**src/rtl/nat_connection_table_top_macros.svh**
```systemverilog
// Assertion macros shared by the connection table RTL.
// Included by modules that carry concurrent checks; depends on nothing.
`ifndef NAT_CONNECTION_TABLE_TOP_MACROS_SVH
`define NAT_CONNECTION_TABLE_TOP_MACROS_SVH
// Implication checked on every clock edge outside reset.
`define NCT_ASSERT_IMP(label, clk, rst, ante, cons) \
   label: assert property (@(posedge clk) disable iff (rst) (ante) |-> (cons)) \
      else $error("nct check failed");
// Next-cycle implication checked outside reset.
`define NCT_ASSERT_NXT(label, clk, rst, ante, cons) \
   label: assert property (@(posedge clk) disable iff (rst) (ante) |=> (cons)) \
      else $error("nct check failed");
`endif

```
**src/rtl/nct_pkg.sv**
```systemverilog
// Package for the connection table: payload structs, codes, constants.
// No dependencies.
`timescale 1ns / 1ps
`default_nettype none
package nct_pkg;
   localparam int unsigned TableEntries = 32;
   localparam logic [15:0] EthIpv4      = 16'h0800;
   localparam logic [31:0] IpBcast      = 32'hFFFF_FFFF;
   localparam logic [7:0]  ProtoTcp     = 8'd6;
   localparam logic [7:0]  ProtoUdp     = 8'd17;
   localparam logic [7:0]  ProtoIcmp    = 8'd1;
   localparam logic [31:0] RstLocalIp   = 32'h0;
   localparam logic [31:0] RstNetMask   = 32'hFFFF_FF00;
   localparam logic [15:0] RstDivert    = 16'd1234;

   typedef enum logic [1:0] {
      CMD_OUTBOUND = 2'd0,
      CMD_INBOUND  = 2'd1,
      CMD_PIN      = 2'd2,
      CMD_UNPIN    = 2'd3
   } cmd_type;

   typedef enum logic [1:0] {
      REG_LOCAL_IP    = 2'd0,
      REG_NET_MASK    = 2'd1,
      REG_DIVERT_PORT = 2'd2
   } reg_type;

   typedef enum logic [1:0] {
      ST_IDLE = 2'd0,
      ST_SCAN = 2'd1,
      ST_DONE = 2'd2,
      ST_OUT  = 2'd3
   } state_type;

   typedef struct packed {
      logic [1:0]  command;
      logic [15:0] ether_type;
      logic [7:0]  ip_proto;
      logic [31:0] src_ip;
      logic [31:0] dst_ip;
      logic [15:0] src_l4_port;
      logic [15:0] dst_l4_port;
      logic [31:0] now_tick;
      logic [4:0]  entry_sel;
   } req_type;

   typedef struct packed {
      logic        verdict;
      logic [31:0] new_ip;
      logic [15:0] new_port;
      logic [4:0]  entry_index;
   } rsp_type;

   // One table entry as it circulates round the ring.
   typedef struct packed {
      logic [31:0] src_ip;
      logic [31:0] dst_ip;
      logic [15:0] src_l4_port;
      logic [15:0] dst_l4_port;
      logic [7:0]  proto;
      logic [31:0] last_used;
      logic        pinned;
   } entry_type;

   // Control from the sequencer to every cell.
   typedef struct packed {
      logic        shift;
      logic        wr_hit;
      logic        wr_full;
      logic        set_pin;
      logic        clr_pin;
      entry_type   wdata;
   } cell_ctl_type;
endpackage
`default_nettype wire

```
**src/rtl/nct_cell.sv**
```systemverilog
// One entry cell of the rotating table ring.
// Depends on nct_pkg.
`timescale 1ns / 1ps
`default_nettype none
module nct_cell (
   input  wire logic                  clock,
   input  wire logic                  reset,
   input  wire nct_pkg::cell_ctl_type ctl,
   input  wire logic                  at_head,
   input  wire nct_pkg::entry_type    from_prev,
   output nct_pkg::entry_type         entry
);
   nct_pkg::entry_type entry_ff, entry_in;

   // Rotate on shift; the head cell takes writes.
   always_comb begin
      entry_in = entry_ff;
      if (ctl.shift) begin
         entry_in = from_prev;
      end else if (at_head) begin
         if (ctl.wr_full) begin
            entry_in = ctl.wdata;
            entry_in.pinned = entry_ff.pinned;
         end else if (ctl.wr_hit) begin
            entry_in.last_used = ctl.wdata.last_used;
         end
         if (ctl.set_pin) entry_in.pinned = 1'b1;
         if (ctl.clr_pin) entry_in.pinned = 1'b0;
      end
   end

   always_ff @(posedge clock) begin
      if (reset) begin
         entry_ff <= '0;
      end else begin
         entry_ff <= entry_in;
      end
   end

   assign entry = entry_ff;
endmodule
`default_nettype wire

```
**config.mk**
```make
export PLATFORM = sky130hd
export DESIGN_NAME = nct_cell
export DESIGN_NICKNAME = d
export VERILOG_FILES = /design/src/rtl/nat_connection_table_top_macros.svh /design/src/rtl/nct_pkg.sv /design/src/rtl/nct_cell.sv
export SDC_FILE = /design/constraint.sdc
export NUM_CORES = 1
export LEC_CHECK = 0
export BUFFER_PORTS_ARGS = -buffer_cell sky130_fd_sc_hd__buf_2
export CELL_PAD_IN_SITES_DETAIL_PLACEMENT = 2
export CELL_PAD_IN_SITES_GLOBAL_PLACEMENT = 2
export CORE_MARGIN = 4
export CORE_UTILIZATION = 25
export CTS_BUF_LIST = sky130_fd_sc_hd__clkbuf_4 sky130_fd_sc_hd__clkbuf_8
export CTS_CLUSTER_SIZE = 10
export DETAILED_ROUTE_END_ITERATION = 6
export PLACE_DENSITY_LB_ADDON = 0.1
export SLEW_MARGIN = 0
export SYNTH_ARGS = -nofsm -noshare
export SYNTH_HDL_FRONTEND = slang
export SYNTH_SLANG_ARGS = --single-unit
```
**constraint.sdc**
```tcl
create_clock -name clock -period 3.4 [get_ports clock]
set_input_delay 1.02 -clock clock [delete_from_list [all_inputs] [get_ports clock]]
set_output_delay 1.02 -clock clock [all_outputs]
set_load 0.02 [all_outputs]
```
==> run metrics <==
Final setup viols=0; status=finished clean; Die Y=167 µm; max FFs per register=137; cell total after placement=1338; Post-Synthesis Cell Area=0.00631 mm²; global-route wire length before repair=39300 µm; non-filler instance count after layout=1372; Synth area leader=dfxtp_1; Final Hold Fails=0; synth cell count leaders=dfxtp_1 (137), a211oi_1 (136), nor2_1 (136); I/O Buffers=417; RSZ-0062 raised after global routing=false; Synth area leaders=dfxtp_1 (43%), mux2i_1 (16%), a211oi_1 (16%); worst hold path type=reg -> reg; CTS max path bufs=2; clk root buf=clkbuf_8; Final min period=around 2.2 ns; final WL=25500 µm; drt first pass iters=4; Worst Path Required=3.74 ns; Async SR Flop Fraction=0%; syn avg cell area=around 9.7 µm²; ANT nets after route=0; post-layout util=36.7%; max_slew headroom=55.2%; Post-CTS Hold Buffers=0; most numerous cell in the Yosys netlist=dfxtp_1; final hold slack=between 0.4 and 0.5 ns; # IOs=419; via count=about 6400; Cell variety after synth=16; routed length per instance=18.6 µm; number of synthesized flops with an enable pin=0; Max Slew Vio Count=0; WS Path Type=in -> reg; Net Count, Synth=932; detail-routed via count per cell=4.64; initial core utilization=~26%; Horiz. Die Dim=167 µm; Worst Path Arrival=roughly 2.5 ns; post-synthesis register bit count=approximately 140; nets=1315; Total GRT Usage=about 18%; Yosys warnings=0; Clock Sink Count=about 140; Core Box Area=0.0246 mm²; Crit Path Max Fanout=64; DP HPWL=20000 µm; startpoint types=input pin; post_cts resized=0; Post-CTS Setup Repair Bufs=0; RePlAce Congestion=0.789; register area share after synthesis=between 40 and 50%; Worst VDD drop=0.000247 V; layout cells sized above 1=47.4%; CTS Buf Count=17; row cnt=57; P_leak=4.52 nW; H-tree depth=4; Yosys top cell area share=43.5%; CP Capture Type=flop; CTS tree=yes; number of remaining DRC errors=0; Tightest Pin Transition=0.672 ns; Primary FF master, synth=dfxtp_1; Skew-Pair Late Insertion Delay=0.43 ns; fillers=~2900; Area growth, synth to finish=43.0%; crit share post-route=between 60 and 70%; largest net degree at the start of global routing=84; Remaining Overflow, GRT=0; initial antenna violation count=2; pwr dens=476 mW/mm²; Pwr Total=4.29 mW; clock-pin slew on the worst setup and hold paths=0.08 ns; full die area=0.0278 mm²; max cap viols=0; Gate Count Post-Synth=650; number of global-route vias before repair=between 6000 and 7000; Clock Skews=0 ns; Max Clk Rate=464 MHz; DRT iter0 DRCs=193; Setup TNS Final=0 ns
[kinds of logic (layout without fill, tap and decap cells)]
group	after synthesis	after routing	synth area share [%]
compound gates	173	173	19.3
mux	136	136	22.2
flops	137	137	43.5
simple gates	137	137	8.15
buf+inv	67	463	6.90
other cells	0	2	0
[power by group]
group / switching [mW] / leakage, nW / internal [mW]
sequential: 0.0633 / 1.14 / 1.74
combinational: 0.569 / 3.15 / 0.399
clock: 0.684 / 0.225 / 0.837
[cell usage in the layout, fill, tap and decap left out, drive strengths merged, types with 2 or more instances in the layout]
cell type	n
mux2i	104
a21oi	34
dfxtp	137
clkinv	4
buf	429
nor2	136
clkbuf	20
bufinv	4
diode	2
inv	5
mux2	32
a211oi	136
[metrics by stage]
stage	cell area, µm²	setup WS, ns
CTS	9010	1.24
finish	9020	1.25
floorplan	6310	1.43
detailed placement	8570	0.750
global route	9020	1.09
global placement	8570	0.805
[worst max-delay path, cell delays in order]
cell and delay, ns:
clkbuf_8 0.26, a21o_4 0.54, buf_12 0.30, nor2_1 0.07, a211oi_1 0.22
[worst paths after layout]
kind	startpoint	endpoint	slack (ns)	cells after the start
setup / recovery	ctl[141]	entry[91]	1.25	5
hold / removal	entry[134]	entry[134]	0.50	2
setup reg to reg	entry[0]	entry[0]	2.57	3
hold reg to reg	entry[134]	entry[134]	0.50	2
[layer usage]
metal	up-vias	track usage (%)	part of all wire, %
li1	3139	-	-
met1	2954	19.1	38
met2	247	32.3	52
met3	26	6.33	8.2
met4	0	5.80	1.9
met5	-	0	0
[final cells by class]
type                            instances  area (µm²)  area share, %
Sequential cell                       137        2740           30.4
Antenna cell                            2        5.00         0.0555
Timing Repair Buffer                  430        2270           25.2
Clock buffer                           19         255           2.83
Inverter                                1        3.75         0.0416
Clock inverter                         13         190           2.11
Tap cell                              324         405           4.49
Multi-Input combinational cell        446        3150           34.9
No activity file was read; power rests on OpenSTA's default activity.
