==> config.mk <==
export PLATFORM = sky130hd
export DESIGN_NAME = nct_seq
export DESIGN_NICKNAME = d
export VERILOG_FILES = /design/src/rtl/nct_pkg.sv /design/src/rtl/nct_seq.sv
export VERILOG_INCLUDE_DIRS = /design/src /design/src/rtl
export SDC_FILE = /design/constraint.sdc
export NUM_CORES = 1
export LEC_CHECK = 0
export ABC_AREA = 1
export BUFFER_PORTS_ARGS = -buffer_cell sky130_fd_sc_hd__clkbuf_2
export CAP_MARGIN = 5
export CORE_AREA = 2 2 222 224
export CTS_CLUSTER_SIZE = 10
export DETAILED_ROUTE_END_ITERATION = 6
export DIE_AREA = 0 0 224 226
export GPL_TIMING_DRIVEN = 0
export PLACE_DENSITY_LB_ADDON = 0.12
export SLEW_MARGIN = 30
export SYNTH_ARGS = -nofsm -noshare
export SYNTH_HDL_FRONTEND = slang
export SYNTH_SLANG_ARGS = --single-unit
==> constraint.sdc <==
create_clock -name clock -period 8.6 [get_ports clock]
set_input_delay 0.86 -clock clock [delete_from_list [all_inputs] [get_ports clock]]
set_output_delay 0.86 -clock clock [all_outputs]
set_load 0.1 [all_outputs]
==> src/rtl/nat_connection_table_top_macros.svh <==
// Assertion macros shared by the connection table RTL.
// Included by modules that carry concurrent checks; depends on nothing.
`ifndef NAT_CONNECTION_TABLE_TOP_MACROS_SVH
`define NAT_CONNECTION_TABLE_TOP_MACROS_SVH
// Implication checked on every clock edge outside reset.
`define NCT_ASSERT_IMP(label, clk, rst, ante, cons) \
   label: assert property (@(posedge clk) disable iff (rst) (ante) |-> (cons)) \
      else $error("nct check failed");
// Next-cycle implication checked outside reset.
`define NCT_ASSERT_NXT(label, clk, rst, ante, cons) \
   label: assert property (@(posedge clk) disable iff (rst) (ante) |=> (cons)) \
      else $error("nct check failed");
`endif

==> src/rtl/nct_pkg.sv <==
// Package for the connection table: payload structs, codes, constants.
// No dependencies.
`timescale 1ns / 1ps
`default_nettype none
package nct_pkg;
   localparam int unsigned TableEntries = 32;
   localparam logic [15:0] EthIpv4      = 16'h0800;
   localparam logic [31:0] IpBcast      = 32'hFFFF_FFFF;
   localparam logic [7:0]  ProtoTcp     = 8'd6;
   localparam logic [7:0]  ProtoUdp     = 8'd17;
   localparam logic [7:0]  ProtoIcmp    = 8'd1;
   localparam logic [31:0] RstLocalIp   = 32'h0;
   localparam logic [31:0] RstNetMask   = 32'hFFFF_FF00;
   localparam logic [15:0] RstDivert    = 16'd1234;

   typedef enum logic [1:0] {
      CMD_OUTBOUND = 2'd0,
      CMD_INBOUND  = 2'd1,
      CMD_PIN      = 2'd2,
      CMD_UNPIN    = 2'd3
   } cmd_type;

   typedef enum logic [1:0] {
      REG_LOCAL_IP    = 2'd0,
      REG_NET_MASK    = 2'd1,
      REG_DIVERT_PORT = 2'd2
   } reg_type;

   typedef enum logic [1:0] {
      ST_IDLE = 2'd0,
      ST_SCAN = 2'd1,
      ST_DONE = 2'd2,
      ST_OUT  = 2'd3
   } state_type;

   typedef struct packed {
      logic [1:0]  command;
      logic [15:0] ether_type;
      logic [7:0]  ip_proto;
      logic [31:0] src_ip;
      logic [31:0] dst_ip;
      logic [15:0] src_l4_port;
      logic [15:0] dst_l4_port;
      logic [31:0] now_tick;
      logic [4:0]  entry_sel;
   } req_type;

   typedef struct packed {
      logic        verdict;
      logic [31:0] new_ip;
      logic [15:0] new_port;
      logic [4:0]  entry_index;
   } rsp_type;

   // One table entry as it circulates round the ring.
   typedef struct packed {
      logic [31:0] src_ip;
      logic [31:0] dst_ip;
      logic [15:0] src_l4_port;
      logic [15:0] dst_l4_port;
      logic [7:0]  proto;
      logic [31:0] last_used;
      logic        pinned;
   } entry_type;

   // Control from the sequencer to every cell.
   typedef struct packed {
      logic        shift;
      logic        wr_hit;
      logic        wr_full;
      logic        set_pin;
      logic        clr_pin;
      entry_type   wdata;
   } cell_ctl_type;
endpackage
`default_nettype wire

==> src/rtl/nct_seq.sv <==
// Sequencer: compares the head cell each rotation, picks hit and victim,
// then rotates the chosen entry to the head for update. Depends on nct_pkg.
`timescale 1ns / 1ps
`default_nettype none
`include "nat_connection_table_top_macros.svh"
module nct_seq #(
   parameter int unsigned ENTRIES = nct_pkg::TableEntries,
   localparam int unsigned IW = $clog2(ENTRIES),
   localparam int unsigned CW = $clog2(ENTRIES + 1)
) (
   input  wire logic                  clock,
   input  wire logic                  reset,
   input  wire logic                  req_valid,
   output logic                       req_ready,
   input  wire nct_pkg::req_type      req_data,
   output logic                       rsp_valid,
   input  wire logic                  rsp_ready,
   output nct_pkg::rsp_type           rsp_data,
   input  wire logic [31:0]           local_ip,
   input  wire logic [31:0]           net_mask,
   input  wire logic [15:0]           divert_port,
   input  wire nct_pkg::entry_type    head,
   output nct_pkg::cell_ctl_type      ctl
);
   nct_pkg::state_type st_ff, st_in;
   nct_pkg::req_type   req_ff, req_in;
   logic [CW-1:0]      cnt_ff, cnt_in;   // rotation count
   logic [IW-1:0]      pos_ff, pos_in;   // index now at head
   logic               hit_ff, hit_in;
   logic [IW-1:0]      hidx_ff, hidx_in;
   logic [IW-1:0]      vidx_ff, vidx_in;
   logic [31:0]        best_ff, best_in;
   logic               gate_ff, gate_in;
   nct_pkg::rsp_type   res_ff, res_in;   // finished result awaiting the output
   nct_pkg::rsp_type   rsp_ff, rsp_in;
   logic               rv_ff, rv_in;

   logic        m_out, m_src, ok_out, ok_in, tgt_hit;
   logic [31:0] age;
   logic [IW-1:0] tgt;
   nct_pkg::cmd_type cmd;

   assign cmd = nct_pkg::cmd_type'(req_ff.command);
   assign age = req_ff.now_tick - head.last_used;
   assign m_out = head.src_ip == req_ff.src_ip && head.dst_ip == req_ff.dst_ip
                  && head.src_l4_port == req_ff.src_l4_port
                  && head.dst_l4_port == req_ff.dst_l4_port
                  && head.proto == req_ff.ip_proto;
   // Inbound looks up by destination, pin by source.
   assign m_src = (cmd == nct_pkg::CMD_INBOUND)
      ? (head.src_ip == req_ff.dst_ip && head.src_l4_port == req_ff.dst_l4_port
         && head.proto == req_ff.ip_proto)
      : (head.src_ip == req_ff.src_ip && head.src_l4_port == req_ff.src_l4_port
         && head.proto == req_ff.ip_proto);
   assign ok_out = req_data.ether_type == nct_pkg::EthIpv4 && req_data.dst_ip != nct_pkg::IpBcast
      && (local_ip & net_mask) != (req_data.dst_ip & net_mask)
      && (req_data.ip_proto == nct_pkg::ProtoTcp || req_data.ip_proto == nct_pkg::ProtoUdp);
   assign ok_in = req_data.ether_type == nct_pkg::EthIpv4
      && (req_data.src_ip == local_ip || req_data.src_l4_port == divert_port)
      && (req_data.ip_proto == nct_pkg::ProtoTcp || req_data.ip_proto == nct_pkg::ProtoUdp
          || req_data.ip_proto == nct_pkg::ProtoIcmp);
   assign tgt = hit_ff ? hidx_ff : vidx_ff;
   assign tgt_hit = hit_ff;

   // Next state and datapath control.
   always_comb begin
      st_in = st_ff; req_in = req_ff; cnt_in = cnt_ff; pos_in = pos_ff;
      hit_in = hit_ff; hidx_in = hidx_ff; vidx_in = vidx_ff; best_in = best_ff;
      gate_in = gate_ff; res_in = res_ff; rsp_in = rsp_ff; rv_in = rv_ff;
      ctl = '0;
      ctl.wdata.src_ip = req_ff.src_ip;
      ctl.wdata.dst_ip = req_ff.dst_ip;
      ctl.wdata.src_l4_port = req_ff.src_l4_port;
      ctl.wdata.dst_l4_port = req_ff.dst_l4_port;
      ctl.wdata.proto = req_ff.ip_proto;
      ctl.wdata.last_used = req_ff.now_tick;
      req_ready = 1'b0;
      if (rv_ff && rsp_ready) rv_in = 1'b0;
      case (st_ff)
         nct_pkg::ST_IDLE: begin
            // Rotate entry 0 back to the head before taking a transaction.
            if (pos_ff != '0) begin
               ctl.shift = 1'b1;
               pos_in = (pos_ff == IW'(ENTRIES - 1)) ? '0 : pos_ff + 1'b1;
            end else begin
               req_ready = 1'b1;
               if (req_valid) begin
                  req_in = req_data;
                  cnt_in = '0; hit_in = 1'b0; hidx_in = '0; vidx_in = '0; best_in = '0;
                  case (nct_pkg::cmd_type'(req_data.command))
                     nct_pkg::CMD_OUTBOUND: gate_in = ok_out;
                     nct_pkg::CMD_INBOUND:  gate_in = ok_in;
                     nct_pkg::CMD_PIN:      gate_in = 1'b1;
                     default: gate_in = 32'(req_data.entry_sel) < ENTRIES;
                  endcase
                  st_in = nct_pkg::ST_SCAN;
               end
            end
         end
         nct_pkg::ST_SCAN: begin
            // Compare head, then rotate one place.
            if (gate_ff && !hit_ff) begin
               if (cmd == nct_pkg::CMD_OUTBOUND && m_out) begin
                  hit_in = 1'b1; hidx_in = pos_ff;
               end else if (cmd != nct_pkg::CMD_OUTBOUND && m_src) begin
                  hit_in = 1'b1; hidx_in = pos_ff;
               end
            end
            if (!head.pinned && age > best_ff) begin
               best_in = age; vidx_in = pos_ff;
            end
            if (cmd == nct_pkg::CMD_UNPIN)
               hit_in = 1'b1;
            if (cmd == nct_pkg::CMD_UNPIN)
               hidx_in = IW'(req_ff.entry_sel);
            ctl.shift = 1'b1;
            pos_in = (pos_ff == IW'(ENTRIES - 1)) ? '0 : pos_ff + 1'b1;
            cnt_in = cnt_ff + 1'b1;
            if (cnt_ff == CW'(ENTRIES - 1)) begin
               cnt_in = '0;
               st_in = nct_pkg::ST_DONE;
               if (!gate_ff || (cmd != nct_pkg::CMD_OUTBOUND && !hit_in)) begin
                  res_in = '0; res_in.verdict = 1'b1;
                  st_in = nct_pkg::ST_OUT;
               end
            end
         end
         nct_pkg::ST_DONE: begin
            // Rotate the target to the head, then update it.
            if (pos_ff != tgt) begin
               ctl.shift = 1'b1;
               pos_in = (pos_ff == IW'(ENTRIES - 1)) ? '0 : pos_ff + 1'b1;
            end else begin
               res_in = '0;
               res_in.entry_index = 5'(tgt);
               case (cmd)
                  nct_pkg::CMD_OUTBOUND: begin
                     ctl.wr_hit = tgt_hit; ctl.wr_full = !tgt_hit;
                     res_in.new_ip = local_ip; res_in.new_port = divert_port;
                  end
                  nct_pkg::CMD_INBOUND: begin
                     res_in.new_ip = head.dst_ip; res_in.new_port = head.dst_l4_port;
                  end
                  nct_pkg::CMD_PIN: begin
                     ctl.set_pin = 1'b1;
                     res_in.new_ip = head.dst_ip; res_in.new_port = head.dst_l4_port;
                  end
                  default: ctl.clr_pin = 1'b1;
               endcase
               st_in = nct_pkg::ST_OUT;
            end
         end
         default: begin
            // Hold until the output register is free, then load it.
            if (!rv_ff || rsp_ready) begin
               rsp_in = res_ff;
               rv_in = 1'b1;
               st_in = nct_pkg::ST_IDLE;
            end
         end
      endcase
   end

   always_ff @(posedge clock) begin
      if (reset) begin
         st_ff <= nct_pkg::ST_IDLE;
         pos_ff <= '0;
         cnt_ff <= '0;
         rv_ff <= 1'b0;
         hit_ff <= 1'b0;
         gate_ff <= 1'b0;
      end else begin
         st_ff <= st_in;
         pos_ff <= pos_in;
         cnt_ff <= cnt_in;
         rv_ff <= rv_in;
         hit_ff <= hit_in;
         gate_ff <= gate_in;
      end
   end

   always_ff @(posedge clock) begin
      req_ff <= req_in;
      hidx_ff <= hidx_in;
      vidx_ff <= vidx_in;
      best_ff <= best_in;
      res_ff <= res_in;
      rsp_ff <= rsp_in;
   end

   assign rsp_valid = rv_ff;
   assign rsp_data = rsp_ff;

   `NCT_ASSERT_IMP(a_ready_idle, clock, reset, req_ready, st_ff == nct_pkg::ST_IDLE)
   `NCT_ASSERT_IMP(a_scan_bound, clock, reset, st_ff == nct_pkg::ST_SCAN,
                   cnt_ff < CW'(ENTRIES))
   `NCT_ASSERT_NXT(a_accept_scan, clock, reset, req_valid && req_ready,
                   st_ff == nct_pkg::ST_SCAN)
   `NCT_ASSERT_NXT(a_ring_home, clock, reset,
                   st_ff == nct_pkg::ST_SCAN && cnt_ff == CW'(ENTRIES - 1), pos_ff == '0)
endmodule
`default_nettype wire

==> impl_summary.txt, run 1 <==
----------------------------------------------------
[Placed design]
  Worst-case setup slack after placement ... around 3.1 ns
  I/O Buffers ... 576
  RD Place Congestion ... 0.9092
  Placed wire-length estimate after detailed placement ... slightly below 60000 um

[Cells and area]
  Most common cell after layout, fill and taps aside ... sky130_fd_sc_hd__clkbuf_2
  Net count reported at finish ... approximately 3200
  P&R area growth vs syn ... 28.91%
  Share of final-layout standard cells stronger than drive strength 1 ... 0.3047
  Leading cell types in the layout, fill and taps excluded ... sky130_fd_sc_hd__clkbuf_2 (576), sky130_fd_sc_hd__nand2_1 (500), sky130_fd_sc_hd__inv_1 (314)

[Worst setup path]
  Crit path kind ... reg -> reg
  Critical path endpoint category ... flop
  Master of the slowest instance on the critical path ... sky130_fd_sc_hd__fa_1
  Crit path arrival time ... between 5 and 6 ns
  Cells along the critical path ... inv_1 > ha_1 > inv_1 > fa_1 > nand3_1 > nand2_1 > nand3_1 > nand2_1 > a21oi_1 > o21bai_2 > a21oi_2 > o21bai_2 > xnor2_1 > inv_1 > ha_1 > nor3b_1 > nand3_1 > nor4_1 > nand2_1 > nand3_1 > nand2_1 > a21oi_4 > buf_16 > buf_8
  Required time of the critical path ... 8.87 ns
  Peak per-stage delay on the critical path ... 0.41 ns
  Element type at the critical path start ... flop
  Crit path max fanout ... 17

[Synth]
  Post-synthesis share of cell area spent on and, or, nand and nor gates ... 0.1824
  Yosys warning total ... 0
  Leading area contributor after synthesis ... sky130_fd_sc_hd__edfxtp_1
  Sequential-to-total area share from yosys stat ... 0.4949
  Synthesized net count ... ~2500
  Share of synthesized flip-flops with an asynchronous set or reset ... 0
  Count of different cell masters after synthesis ... roughly 60
  Average size of a mapped cell ... between 8 and 9 um2
  Adder and majority gate portion of the synthesized area ... 0.05270
  Largest family of logic cells by synthesized area ... simple AND/OR/NAND/NOR gates
  Post-synthesis mux area share ... 0.001630
  Synthesized flop and latch total ... approximately 300
  Number of enable-type register cells in the synthesized netlist ... 293
  Post-synthesis instance area ... approximately 18000 um2
  Compound-Gate Fraction of Synth Area ... 0.08550
  XOR/XNOR Fraction of Synth Area ... 0.05752
  Count of mapped cells out of synthesis ... around 2100
  Top FF cell, synth ... sky130_fd_sc_hd__edfxtp_1
  Fraction of synthesized cell area taken by the top area cell type ... 0.4775
  Top post-synthesis cells by area ... sky130_fd_sc_hd__edfxtp_1 (48%), sky130_fd_sc_hd__nand2_1 (10%), sky130_fd_sc_hd__inv_1 (6.4%)

[STA]
  Fin Setup TNS ... 0 ns
  Fin crit period ... between 4 and 5 ns
  Maximum clock frequency ... a little over 200 MHz
  Final Hold Viols ... 0
  Setup ws final ... between 3 and 4 ns
  RSZ-0062 raised after global routing ... false
  Setup skew after layout ... 0.02265 ns
  Number of max-slew violations in the final report ... 0
  Ratio of final minimum period to clock period ... 0.5775
  Worst hold slack ... 0.4143 ns
  Setup violations, final ... 0
  Worst slew margin relative to its limit ... 0.4220
  Transition time at the pin with the least slew margin ... between 0.8 and 0.9 ns

[Die]
  Vertical extent of the die ... 226 um
  Standard-cell rows ... 81
  Die span in x ... 224 um
  Starting density of the core ... 0.3811
  Die footprint ... around 51000 um2
  I/O pin total ... 578
  Core ar. ... about 48000 um2

[Clock network]
  Number of levels the H-tree was split into ... 2
  Resized cells post-CTS ... 0
  Maximum root-to-sink buffer count ... 3
  Setup repair bufs after CTS ... 0
  Clock transition at the registers of the reported paths ... ~0.060 ns
  Sinks on Clock Net ... approximately 310
  CTS root buffer ... sky130_fd_sc_hd__clkbuf_16
  Clock Latency Late Sink ... 0.56 ns
  Number of buffers created by CTS ... 40
  Hold buffer count at cts ... 0
  TritonCTS clock tree ... built

[Detailed routing]
  Drt first pass iters ... 6
  Starting DRT DRC Count ... around 1000
  Ratio of routed vias to standard cells ... approximately 4.8
  Post-route DRC ... 0
  Vias after detailed routing ... 16163
  Post-detailed-route count of antenna-violating nets ... 0
  Final wirelength ... roughly 70000 um
  Average wire length per cell after detail routing ... 20.53 um

[Global routing]
  Initial antenna violation count ... 20
  Vias in the first global route ... 15894
  Overflow left after global routing ... 0
  Global routing usage summed across all routing layers ... 0.2658
  First-pass GRT wire length ... slightly below 100000 um
  Largest net degree at the start of global routing ... 25

[Min path]
  Worst hold path type ... reg -> reg

[Power]
  Power Density ... approximately 350 nW/um2
  Peak VDD IR ... 0.2675 mV
  Leakage power ... approximately 11 nW

[Run]
  Number of maximum-capacitance constraint violations ... 0

[Status]
  Result of the run ... finished clean

----------------------------------------------------
Yosys cell counts (9+ instances only):
| cell type | n |
|---|---|
| sky130_fd_sc_hd__dfxtp_1 | 16 |
| sky130_fd_sc_hd__nor2_1 | 167 |
| sky130_fd_sc_hd__a21oi_1 | 123 |
| sky130_fd_sc_hd__xnor2_1 | 84 |
| sky130_fd_sc_hd__ha_1 | 76 |
| sky130_fd_sc_hd__nand3_1 | 35 |
| sky130_fd_sc_hd__nand4_1 | 31 |
| sky130_fd_sc_hd__clkbuf_1 | 18 |
| sky130_fd_sc_hd__o21ai_2 | 9 |
| sky130_fd_sc_hd__edfxtp_1 | 293 |
| sky130_fd_sc_hd__inv_1 | 314 |
| sky130_fd_sc_hd__nand2_1 | 500 |
| sky130_fd_sc_hd__xor2_1 | 37 |
| sky130_fd_sc_hd__nor3_1 | 19 |
| sky130_fd_sc_hd__buf_4 | 137 |
| sky130_fd_sc_hd__o21ai_0 | 77 |
| sky130_fd_sc_hd__nor4_1 | 17 |
cell type report:
| type | instances | area, um2 |
|---|---|---|
| diodes | 12 | 30.03 |
| plain buffers | 160 | 1124 |
| clock buffers | 48 | 1052 |
| clock inverters | 14 | 110.1 |
| fillers | 4679 | 24590 |
| inverters | 315 | 1182 |
| multi-input cells | 1275 | 7044 |
| flip-flops and latches | 309 | 9119 |
| well taps | 622 | 778.2 |
| repair buffers | 593 | 3313 |
layer usage:
| layer | wire [um] | global-route usage | vias to the layer above |
|---|---|---|---|
| met5 | 112 | 0 | - |
| met4 | 2774 | 0.1153 | 16 |
| met2 | 35000 | 0.4746 | 593 |
| li1 | - | - | 7904 |
| met1 | 25840 | 0.3012 | 7518 |
| met3 | 5021 | 0.06609 | 132 |
registers in the layout, indices dropped and copies added (netlist names):
| signal | flops |
|---|---|
| vidx_ff | 5 |
| hidx_ff | 5 |
| ctl | 136 |
| res_ff | 54 |
| cnt_ff | 6 |
| req_ff | 5 |
| best_ff | 32 |
| cmd | 2 |
| hit_ff | 1 |
| pos_ff | 5 |
| rsp_data | 54 |
| gate_ff | 1 |
| st_ff | 2 |
| rsp_valid | 1 |
critical path: cells and delay by family (launching register included):
family	cells	cell delay [ns]
AOI/OAI and AO/OA	5	1.17
buffers and inverters	5	0.63
adders and majority gates	3	0.83
xor gates and xnor gates	1	0.28
DFF	1	0.39
and+or+nand+nor	10	1.35
per-stage QoR:
step                      utilization  instance area (um2)  total power [mW]  instances
after CTS                      0.4907                23720             8.501       3336
after detailed placement       0.4667                22560             6.899       3274
final                          0.4913                23750             8.432       3348
after global routing           0.4912                23750             8.888       3345
after floorplan                     -                18430             5.715       2059
after global placement         0.4569                22090             6.733       3257
power by group:
part | internal, mW | switching (mW) | leakage [nW] | total [mW]
registers | 2.32 | 0.294 | 2.87 | 2.61
clock network | 0.917 | 0.655 | 0.570 | 1.57
logic | 1.15 | 3.10 | 7.85 | 4.25
cells by family (layout without fill, tap and decap cells):
family | count (synthesis) | in the layout
simple gates | 803 | 803
buf+inv | 475 | 1130
flops | 309 | 309
compound gates | 270 | 270
xor+xnor | 121 | 121
fa+ha+maj | 77 | 77
mux | 3 | 3
other cells | 1 | 13
path summary, 6_finish.rpt:
check | cells after the start | endpoint | start | slack, ns
worst min-delay path | 0 | rsp_data[7] | res_ff[7] | 0.41
worst max register to register | 24 | best_ff[12] | ctl[1] | 3.63
worst min register to register | 0 | rsp_data[7] | res_ff[7] | 0.41
worst max-delay path | 24 | best_ff[12] | ctl[1] | 3.63
(Power assumes the default switching activity.)
==> run 2: changes to the inputs <==
- ABC_AREA: 1 -> 0
- CORE_AREA: 2 2 222 224 -> 2 2 227 229
- DIE_AREA: 0 0 224 226 -> 0 0 229 231
- clock period: 8.6 -> 4.14 ns (I/O delays scaled with it)
==> run 2 against run 1 <==
Net effect: the flow now finishes with violations (setup timing); fmax grew 3.4%; first-iteration DRC count shrank 2.3%; design area shrank 4.7%; wire length grew 3.2%; synthesized cell count shrank 30%; final cell count shrank 16%; critical path depth is the same; synthesized area shrank 7.0%; utilization shrank 4.5 points.
==> impl_summary.txt, run 2 <==
----------------------------------------------------
[Status]
  Result of the run ... finished with violations
  Violations in the final reports ... setup timing

[Worst setup path]
  Crit path max fanout ... 7 (-10)
  Source of the worst register-to-register timing path ... ctl[1]
  FF-to-FF setup slack ... -0.66 ns (-4.30 ns)
  Required time of the critical path ... 4.45 ns (-4.42 ns)
  Crit path launch ... ctl[1]
  Path depth of the worst reg2reg path ... 24 (unchanged)
  Worst flop-to-flop path endpoint ... best_ff[5]
  Critical path endpoint category ... flop
  Crit path kind ... reg -> reg
  Crit path arrival time ... 5.11 ns (-0.13 ns)
  Element type at the critical path start ... flop
  Critical path capture point ... best_ff[5]

[Synth]
  Top FF cell, synth ... sky130_fd_sc_hd__edfxtp_1
  Average size of a mapped cell ... 11.84 um2 (+32%)
  Leading area contributor after synthesis ... sky130_fd_sc_hd__edfxtp_1
  Share of synthesized flip-flops with an asynchronous set or reset ... 0 (unchanged)
  Synthesized flop and latch total ... 309 (unchanged)
  Cell with the most instances after synthesis ... sky130_fd_sc_hd__edfxtp_1
  Count of mapped cells out of synthesis ... 1448 (-30%)
  Count of different cell masters after synthesis ... 57 (-6.6%)
  Fraction of synthesized cell area taken by the top area cell type ... 0.5134 (+0.03587)
  Sequential-to-total area share from yosys stat ... 0.5321 (+0.03718)
  Post-synthesis instance area ... 17140 um2 (-7.0%)
  Yosys warning total ... 0 (unchanged)
  Synthesized net count ... 1905 (-24%)
  Most common library cells after synthesis ... sky130_fd_sc_hd__edfxtp_1 (293), sky130_fd_sc_hd__xor2_1 (206), sky130_fd_sc_hd__buf_4 (137), sky130_fd_sc_hd__inv_1 (88), sky130_fd_sc_hd__nor2_1 (84)
  Number of enable-type register cells in the synthesized netlist ... 293 (unchanged)
  Top post-synthesis cells by area ... sky130_fd_sc_hd__edfxtp_1 (51%), sky130_fd_sc_hd__xor2_1 (11%), sky130_fd_sc_hd__buf_4 (6.0%)

[Die]
  Vertical extent of the die ... 231 um (+2.2%)
  Core ar. ... 50680 um2 (+4.8%)
  Die footprint ... 52900 um2 (+4.5%)
  I/O pin total ... 578 (unchanged)
  Starting density of the core ... 0.3382 (-0.04297)
  Standard-cell rows ... 83 (+2.5%)
  Die span in x ... 229 um (+2.2%)

[Cells and area]
  Most common cell after layout, fill and taps aside ... sky130_fd_sc_hd__clkbuf_2
  Fill cell total of the finished layout ... 4935 (+5.5%)
  Multi-input gate area in the final layout ... 6698 um2 (-4.9%)
  Max reg flops ... 136 (unchanged)
  Share of final-layout standard cells stronger than drive strength 1 ... 0.3833 (+0.07859)
  P&R area growth vs syn ... 32.08%
  Area used by sequential logic in the layout ... 9119 um2 (unchanged)
  Net count reported at finish ... 2551 (-19%)
  Leading cell types in the layout, fill and taps excluded ... sky130_fd_sc_hd__clkbuf_2 (576), sky130_fd_sc_hd__edfxtp_1 (293), sky130_fd_sc_hd__xor2_1 (205)

[Detailed routing]
  Vias after detailed routing ... 13775 (-15%)
  Post-route DRC ... 0 (unchanged)
  Starting DRT DRC Count ... 980 (-2.3%)
  Ratio of routed vias to standard cells ... 4.913 (+1.8%)
  Average wire length per cell after detail routing ... 25.31 um (+23%)
  Post-detailed-route count of antenna-violating nets ... 0 (unchanged)
  Final wirelength ... 70970 um (+3.2%)
  Drt first pass iters ... 5 (-1)

[STA]
  Fin Setup TNS ... -23.86 ns (-23.86 ns)
  Transition time at the pin with the least slew margin ... 1.039 ns (+0.1725 ns)
  Number of max-slew violations in the final report ... 0 (unchanged)
  Final Hold Viols ... 0 (unchanged)
  Maximum clock frequency ... 208.2 MHz (+3.4%)
  Setup violations, final ... 37 (+37)
  Setup ws final ... -0.6622 ns (-4.296 ns)
  Setup skew after layout ... 0.02040 ns (-0.002242 ns)
  Fin crit period ... 4.802 ns (-0.1645 ns)
  RSZ-0062 raised after global routing ... true
  Ratio of final minimum period to clock period ... 1.160 (+0.5824)
  Worst slew margin relative to its limit ... 0.3006 (-0.1214)

[Placed design]
  Worst-case setup slack after placement ... -1.192 ns (-4.312 ns)
  RD Place Congestion ... 0.9717 (+6.9%)
  Placed wire-length estimate after detailed placement ... 59110 um (+2.5%)
  I/O Buffers ... 576 (unchanged)

[Global routing]
  Vias in the first global route ... 13811 (-13%)
  Global routing usage summed across all routing layers ... 0.2607 (-0.005177)
  First-pass GRT wire length ... 98050 um (+0.42%)
  Largest net degree at the start of global routing ... 32 (+28%)
  Initial antenna violation count ... 5 (-75%)
  Overflow left after global routing ... 0 (unchanged)

[Power]
  Power Density ... 796.2 nW/um2 (+120%)
  Peak VDD IR ... 0.4129 mV (+54%)
  PnR Total Power ... 18.02 mW (+110%)
  Leakage power ... 9.806 nW (-13%)

[Clock network]
  TritonCTS clock tree ... built
  Sinks on Clock Net ... 309 (unchanged)
  Clock Latency Late Sink ... 0.56 ns (about the same)
  Number of levels the H-tree was split into ... 2 (unchanged)
  Clock transition at the registers of the reported paths ... 0.06 ns (about the same)
  Maximum root-to-sink buffer count ... 3 (unchanged)
  CTS root buffer ... sky130_fd_sc_hd__clkbuf_16
  Number of buffers created by CTS ... 40 (unchanged)

[Min path]
  Min-delay src ... req_data[32]
  Worst hold path type ... in -> reg
  Hold Path Cell Cnt ... 1 (+1)

[Run]
  Number of maximum-capacitance constraint violations ... 0 (unchanged)

----------------------------------------------------
[run 2: through the flow]
step	cells	util	hold slack, ns	area, um2
after floorplan	1448	-	0.4003	17180
after global placement	2704	0.4126	0.4006	20910
after detailed placement	2716	0.4180	0.4045	21180
after CTS	2798	0.4458	0.0007396	22590
after global routing	2803	0.4466	0.008428	22630
final	2804	0.4466	0.03205	22640
[run 2: final cells by class]
type | instances | area share
Sequential cell | 309 | 0.4029
Multi-Input combinational cell | 889 | 0.2959
Timing Repair Buffer | 604 | 0.1463
Buffer | 162 | 0.04964
Clock buffer | 61 | 0.04953
Tap cell | 680 | 0.03759
Inverter | 88 | 0.01476
Clock inverter | 8 | 0.003095
Antenna cell | 3 | 0.0003317
[run 2: metal layers]
| metal | global-route usage | up-vias | part of all wire |
|---|---|---|---|
| li1 | - | 6392 | - |
| met1 | 0.3320 | 6719 | 0.42 |
| met2 | 0.4552 | 578 | 0.50 |
| met3 | 0.04669 | 84 | 0.066 |
| met4 | 0.06940 | 2 | 0.023 |
| met5 | 0 | - | 0.00027 |
[run 2: cells by family after synthesis]
logic type / count (synthesis) / share of synthesized area
AO/OA/AOI/OAI: 209 / 0.08301
AND/OR/NAND/NOR: 324 / 0.1001
XOR/XNOR: 264 / 0.1349
other: 1 / 0.0002188
adder cells (fa/ha/maj): 77 / 0.05665
multiplexers: 14 / 0.008177
flip-flops: 309 / 0.5321
buffers and inverters: 250 / 0.08484
[run 2: critical path, cell delays in order, from the launching register on]
cell and delay, ns:
sky130_fd_sc_hd__edfxtp_1 0.38, sky130_fd_sc_hd__inv_1 0.07, sky130_fd_sc_hd__ha_2 0.18, sky130_fd_sc_hd__inv_2 0.04, sky130_fd_sc_hd__fa_2 0.36, sky130_fd_sc_hd__a211oi_2 0.22, sky130_fd_sc_hd__o21bai_2 0.10, sky130_fd_sc_hd__a221o_1 0.37
sky130_fd_sc_hd__a41oi_4 0.28, sky130_fd_sc_hd__o21ai_2 0.11, sky130_fd_sc_hd__a2111oi_4 0.32, sky130_fd_sc_hd__nor3_2 0.08, sky130_fd_sc_hd__xor2_1 0.16, sky130_fd_sc_hd__ha_2 0.18, sky130_fd_sc_hd__a21o_1 0.16, sky130_fd_sc_hd__a21oi_1 0.13
sky130_fd_sc_hd__nor2b_1 0.06, sky130_fd_sc_hd__o211ai_1 0.16, sky130_fd_sc_hd__a21boi_1 0.09, sky130_fd_sc_hd__o21ai_1 0.14, sky130_fd_sc_hd__nand4b_1 0.18, sky130_fd_sc_hd__o211ai_1 0.37, sky130_fd_sc_hd__a31oi_4 0.08, sky130_fd_sc_hd__buf_12 0.17
sky130_fd_sc_hd__buf_16 0.14
[run 2: how the worst min path moves through the flow]
stage,end,slack [ns]
after floorplan,rsp_data[0],0.40
after global placement,rsp_data[33],0.40
after detailed placement,rsp_data[10],0.40
after CTS,ctl[22],0.0007
after global routing,ctl[21],0.008
final,ctl[28],0.03
[run 2: power by group]
part	switching (mW)	internal, mW	total (mW)	leakage, nW
clock network	1.35	1.92	3.27	0.579
logic	6.61	2.71	9.32	6.35
registers	0.604	4.83	5.43	2.88
[run 2: repair_timing]
item                                   CTS  global route
hold buffers                             2             0
cloned                                   2             0
endpoints found under the hold margin    2             0
pin swaps                                9             5
setup endpoints to repair               52            52
gates resized for setup                 13             6
buffers inserted                         9             4
